**src/sv/c2s_pkg.sv**
```systemverilog
// shared constants, tables and sideband types for the cartesian to spherical converter
package c2s_pkg;

  localparam int unsigned COORD_WIDTH   = 24;
  localparam int unsigned CORDIC_STAGES = 24;
  localparam int unsigned GUARD_BITS    = 8;
  localparam int unsigned ATAN_ENTRIES  = 40;
  localparam int unsigned ANGLE_W       = 32;

  // micro-rotations per vectoring pass
  localparam int unsigned PASS_STAGES =
    (CORDIC_STAGES < ATAN_ENTRIES) ? CORDIC_STAGES : ATAN_ENTRIES;

  // datapath width: coordinate, guard bits, cordic growth and the sqrt(3) head room
  localparam int unsigned DATA_W =
    (COORD_WIDTH + GUARD_BITS + 4 > 33) ? (COORD_WIDTH + GUARD_BITS + 4) : 33;

  // bits of a magnitude above the low 32-bit word
  localparam int unsigned HI_W = DATA_W - 32;

  // cycles from an accepted transaction to its result strobe
  localparam int unsigned LATENCY = 2 * PASS_STAGES + 6;

  // asymptotic cordic inverse gain, q32
  localparam logic [31:0] INV_GAIN = 32'd2608131496;

  localparam logic [ANGLE_W-1:0] ANGLE_PI = 32'h8000_0000;
  localparam logic signed [ANGLE_W-1:0] LAT_MAX = 32'sh4000_0000;
  localparam logic signed [ANGLE_W-1:0] LAT_MIN = -32'sh4000_0000;

  // atan(2^-i) in binary angle units, 2^31 = pi
  localparam logic [31:0] ATAN_TABLE [ATAN_ENTRIES] = '{
    32'h20000000, 32'h12E4051E, 32'h09FB385B, 32'h051111D4,
    32'h028B0D43, 32'h0145D7E1, 32'h00A2F61E, 32'h00517C55,
    32'h0028BE53, 32'h00145F2F, 32'h000A2F98, 32'h000517CC,
    32'h00028BE6, 32'h000145F3, 32'h0000A2FA, 32'h0000517D,
    32'h000028BE, 32'h0000145F, 32'h00000A30, 32'h00000518,
    32'h0000028C, 32'h00000146, 32'h000000A3, 32'h00000051,
    32'h00000029, 32'h00000014, 32'h0000000A, 32'h00000005,
    32'h00000003, 32'h00000001, 32'h00000001, 32'h00000000,
    32'h00000000, 32'h00000000, 32'h00000000, 32'h00000000,
    32'h00000000, 32'h00000000, 32'h00000000, 32'h00000000
  };

  // what travels alongside a vector through the pipeline
  typedef struct packed {
    logic                      skip;
    logic [ANGLE_W-1:0]        lon;
    logic signed [ANGLE_W-1:0] lat;
    logic signed [DATA_W-1:0]  z;
  } side_t;

endpackage

```
**src/sv/c2s_gain.sv**
```systemverilog
// two-stage cordic gain compensation, multiply then round half up
module c2s_gain (
  input  logic                                clk_i,
  input  logic                                rst_ni,
  input  logic                                valid_i,
  input  logic signed [c2s_pkg::DATA_W-1:0]   v_i,
  input  c2s_pkg::side_t                      side_i,
  output logic                                valid_o,
  output logic [c2s_pkg::DATA_W-1:0]          mag_o,
  output c2s_pkg::side_t                      side_o
);

  localparam int unsigned DW = c2s_pkg::DATA_W;
  localparam int unsigned HW = c2s_pkg::HI_W;

  logic [DW-1:0]    u;
  logic [63:0]      p_lo_d;
  logic [HW+31:0]   p_hi_d;
  logic [63:0]      p_lo_q;
  logic [HW+31:0]   p_hi_q;
  logic             va_q;
  c2s_pkg::side_t   sa_q;
  logic [64:0]      rnd;
  logic [DW:0]      sum;
  logic [DW-1:0]    mag_d;
  logic             vb_q;
  logic [DW-1:0]    mag_q;
  c2s_pkg::side_t   sb_q;

  // negative magnitudes clamp to zero
  assign u      = v_i[DW-1] ? '0 : DW'(v_i);
  assign p_lo_d = 64'(u[31:0]) * 64'(c2s_pkg::INV_GAIN);
  assign p_hi_d = (HW+32)'(u[DW-1:32]) * (HW+32)'(c2s_pkg::INV_GAIN);

  assign rnd   = {1'b0, p_lo_q} + 65'h0_8000_0000;
  assign sum   = (DW+1)'(p_hi_q) + (DW+1)'(rnd[64:32]);
  assign mag_d = sum[DW-1:0];

  always_ff @(posedge clk_i or negedge rst_ni) begin
    if (!rst_ni) begin
      va_q <= 1'b0;
      vb_q <= 1'b0;
    end else begin
      va_q <= valid_i;
      vb_q <= va_q;
    end
  end

  always_ff @(posedge clk_i) begin
    p_lo_q <= p_lo_d;
    p_hi_q <= p_hi_d;
    sa_q   <= side_i;
    mag_q  <= mag_d;
    sb_q   <= sa_q;
  end

  assign valid_o = vb_q;
  assign mag_o   = mag_q;
  assign side_o  = sb_q;

endmodule

```
**config.mk**
```make
export PLATFORM = sky130hd
export DESIGN_NAME = c2s_gain
export DESIGN_NICKNAME = d
export VERILOG_FILES = /design/src/sv/c2s_pkg.sv /design/src/sv/c2s_gain.sv
export SDC_FILE = /design/constraint.sdc
export NUM_CORES = 2
export LEC_CHECK = 0
export ABC_AREA = 0
export BUFFER_PORTS_ARGS = -buffer_cell sky130_fd_sc_hd__buf_2
export CAP_MARGIN = 10
export CORE_MARGIN = 8
export CORE_UTILIZATION = 55
export DETAILED_ROUTE_END_ITERATION = 6
export HOLD_SLACK_MARGIN = 0.15
export PLACE_DENSITY_LB_ADDON = 0.15
export SYNTH_ARGS = -nofsm -noshare
export SYNTH_HDL_FRONTEND = slang
export SYNTH_SLANG_ARGS = --single-unit
```
**constraint.sdc**
```tcl
create_clock -name clk_i -period 11.2 [get_ports clk_i]
set_clock_uncertainty 0.2 [all_clocks]
set_input_delay 0.56 -clock clk_i [delete_from_list [all_inputs] [get_ports clk_i]]
set_output_delay 0.56 -clock clk_i [all_outputs]
set_load 0.02 [all_outputs]
```
Word level (Yosys, flattened, before mapping)
Index checks and enable logic that the tools add are counted.

cells by class
  multiply operators = 2
  add/sub/neg operators = 2
  mux-type cells = 1

operators by type and width
  kind                                                  number
  adder 64 x 32 -> 65 bit (second input constant)       1
  multiplier 32 x 29 -> 61 bit (second input constant)  1
  adder 36 x 33 -> 36 bit                               1
  two-way mux 35 bit                                    1
  multiplier 3 x 29 -> 32 bit (second input constant)   1

word-level totals
  input bits = 140
  word-level logic and storage cells = 18
  bits in registers = 334

Longest topological paths before layout
  depth after elaboration = 2
  gate-level depth with buffers = 31
  gate-level depth less buffers = 28

Worst setup path before layout
OpenSTA, ideal clock, no wires.

  path type = in2reg
  from = input v_i[35] (netlist bit)
  to = register p_lo_q[60]
  setup time = 0.095 ns
  cell stages on the path = 26
  data required time = 10.905 ns
  setup slack = 3.193 ns
  arrival time = 7.711 ns
  path through = clkbuf_1 > nor2b_1 > inv_1 > fa_1 > fa_1 > inv_1 > fa_1 > inv_1 > fa_1 > inv_1 > fa_1 > fa_1 > fa_1 > inv_1 > fa_1 > inv_1 > ha_1 > a21oi_2 > o21ai_1 > a31oi_1 > or3_1 > o31a_1 > a21o_1 > a2111o_1 > a211o_1 > o311ai_1

between the ends
  word-level cells in the longest chain between the ends = 2

RTL lines
  what                          RTL line        RTL
  start: declaration            c2s_gain.sv:6   input logic signed [c2s_pkg::DATA_W-1:0] v_i,
  two-way mux 35 bit            c2s_gain.sv:31  assign u = v_i[DW-1] ? '0 : DW'(v_i);
  multiplier 32 x 29 -> 61 bit  c2s_gain.sv:32  assign p_lo_d = 64'(u[31:0]) * 64'(c2s_pkg::INV_GAIN);
  net p_lo_d[60]                c2s_gain.sv:17  logic [63:0] p_lo_d;
  end signal: assignment        c2s_gain.sv:50  p_lo_q <= p_lo_d;
  end: declaration              c2s_gain.sv:19  logic [63:0] p_lo_q;

The timed path passes the listed nets, and every way through them passes these cells.

Worst setup path in the final report
  from = input v_i[35] (netlist bit)
  to = register p_lo_q[57]

The elaborated chain is that of the path after synthesis.

==> impl_metrics.yaml <==
outcome:
  status: "completed"
detailed_routing:
  post-route-drc-count: 0
  wire_per_inst_um: 22.6
  wl_um: 86600
  ant_nets: 0
  vias_per_cell: 5.24
  vias: 20107
  drt_iter0_drc: 1217
  drt-pass1-iter-count: 5
cts:
  cts_hold_buf: 190
  cts-resized-gates: 0
  cts_root_buffer: "clkbuf_16"
  clock_latency_ns: 0.52
  cts_tree: "done"
  numCtsBuffers: 25
  cts.htree.levels: 1
  cts_num_sinks: 304
  clk_pin_slew_ns: 0.07
  cts_setup_buffers: 0
  cts_buffer_depth: 3
global_routing:
  antenna_found_initial: 4
  first_global_vias: 21912
  grt_start_max_net_pins: 45
  grt_overflow: 0
  grt_pass1_wl_um: 130000
  track_usage_pct: 29.7
final_layout:
  mostFrequentLayoutCells: "inv_1, fa_1, ha_1, dfxtp_1, buf_2"
  drive_gt1_share_pct: 10.6
  mostFrequentLayoutCell: "inv_1"
  finish.utilization_pct: 65.3
  fillers: 3960
  syn2layout_area_growth_pct: 17.8
  final_nets: 4130
  finalNonFillerCells: 3834
synth:
  post_synth_num_cell_types: 68
  synth.area.top_cells: "fa_1, dfxtp_1, ha_1, inv_1, xnor2_1"
  postSynthAreaPerCell_um2: 10.4
  syn-num-nets: 3663
  synth-async-reset-ratio_pct: 0.658
  synth_seq_cells: 304
  synth_top_cell_by_area: "fa_1"
  yosysTopAreaCellShare_pct: 33.0
  yosysWarnings: 0
  synth_area_um2: 27700
  synth_edf_count: 0
  synth_cells: 2673
  ys.flop_type: "dfxtp_1"
  synth_seq_area_share_pct: 22.0
setup_path:
  cp.required_ns: 11.38
  r2r-start: "p_lo_q[31]$_DFF_P_"
  path_cells: "buf_2, nand2b_1, inv_1, ha_1, fa_1, inv_1, fa_1, fa_1, inv_1, fa_1, fa_1, fa_1, fa_1, ha_1, nand2_2, o21ai_1, a31oi_1, or3_1, o31a_1, a21boi_0, o21ai_0, o311ai_0"
  cpMostUsedCell: "fa_1"
  crit_path_end_kind: "flop"
  cpMaxStageDelayCell: "buf_2"
  cp-start-kind: "input port"
  r2r_cells: 15
  path_class: "input port to flop"
  worstPathArrival_ns: 9.12
  setup.worst_path.start: "v_i[35]"
  slowest_delay_ns: 0.64
  crit_path_max_fanout: 44
placement:
  dp_cells: 3593
  io_buffers: 277
  globalplace.congestion: 0.995
  hpwlAfterDp_um: 70300
floorplanning:
  floorplan.initialDensity_pct: 55.4
  dieArea_um2: 57800
  ioPinCount: 278
  rows: 82
  die_h_um: 240
  coreArea_um2: 50000
  die_w_um: 240
sta:
  final-hold-violation-count: 0
  slew_viol_final: 0
  rsz0062_at_grt: "no"
  worstMarginPinSlew_ns: 1.29
  setup_viol: 0
  fmaxAchievable_ghz: 0.112
  fin_crit_ns: 8.94
  tns_ns: 0
  period_share_pct: 79.8
  slew-limit-headroom_pct: 14.0
worst_hold_path:
  min_from: "sa_q[83]$_DFF_P_"
  hold_depth: 0
  hp-class: "flop to flop"
job:
  max_cap_viol_count: 0
[Yosys cell counts (14+ instances only)]
library cell / number
inv_1: 735
fa_1: 456
ha_1: 394
dfxtp_1: 302
a21oi_1: 101
nand2_1: 85
xnor2_1: 80
nor2_1: 65
a21o_1: 51
o21ai_0: 51
nand3_1: 36
xor2_1: 35
nand2b_1: 31
nand4_1: 27
nor2b_1: 27
clkbuf_1: 22
o21bai_1: 15
nor3_1: 14
[flip-flops by register name, summed over array words and instances, names as in the netlist]
| name | flops |
|---|---|
| sa_q | 101 |
| valid_o | 1 |
| mag_o | 36 |
| p_lo_q | 33 |
| va_q | 1 |
| side_o | 101 |
| p_hi_q | 31 |
[kinds of logic (layout without fill, tap and decap cells)]
family / Yosys count / in the layout / share of synthesized area, %
muxes: 1 / 1 / 0.0361
other: 0 / 4 / 0
adders and majority gates: 850 / 850 / 50.8
DFF: 304 / 304 / 22.0
buffers and inverters: 769 / 1254 / 10.6
AOI/OAI and AO/OA: 308 / 308 / 7.10
xor gates and xnor gates: 115 / 115 / 3.64
and+or+nand+nor: 326 / 326 / 5.90
[per-layer routing]
metal	up-vias	track usage, %	wire, µm	part of all wire, %
met2	733	50.7	41500	48
met3	111	5.09	6330	7.3
li1	9208	-	-	-
met4	0	7.59	2410	2.8
met5	-	0	0	0
met1	10055	38.8	36400	42
[worst max-delay path: cells and delay by family]
| kind | cells | cell delay, ns |
|---|---|---|
| buf+inv | 4 | 1.13 |
| fa+ha+maj | 9 | 4.52 |
| simple gates | 3 | 1.18 |
| compound gates | 6 | 1.68 |
[area by class of cell]
type | instances | area, µm² | area share, %
clock inverters | 12 | 178 | 0.545
flip-flops and latches | 304 | 6100 | 18.7
inverters | 735 | 2760 | 8.46
diodes | 4 | 10.0 | 0.0307
multi-input cells | 1600 | 18700 | 57.3
repair buffers | 474 | 3350 | 10.3
well taps | 672 | 841 | 2.58
clock buffers | 33 | 716 | 2.19
[worst paths after layout]
check                                          end  slack, ns
worst max register to register   mag_o[29]$_DFF_P_       6.79
worst min-delay path            side_o[83]$_DFF_P_       0.15
min in group asynchronous           va_q$_DFF_PN0_       0.23
worst max-delay path            p_lo_q[57]$_DFF_P_       2.26
worst min register to register  side_o[83]$_DFF_P_       0.15
max in group asynchronous        valid_o$_DFF_PN0_      10.47
[through the flow]
| stage | hold WS (ns) | area (µm²) | setup slack [ns] |
|---|---|---|---|
| 4_1_cts | 0.150 | 32600 | 2.34 |
| 5_1_grt | 0.152 | 32600 | 1.87 |
| 3_3_place_gp | 0.110 | 29800 | 1.80 |
| 2_1_floorplan | 0.0644 | 27700 | 3.19 |
| 3_5_place_dp | 0.112 | 29800 | 1.81 |
| 6_report | 0.145 | 32600 | 2.26 |
Power is left out: the tool's default activity adds up to more than one toggle a clock period on the data nets, which glitch-free logic cannot reach.
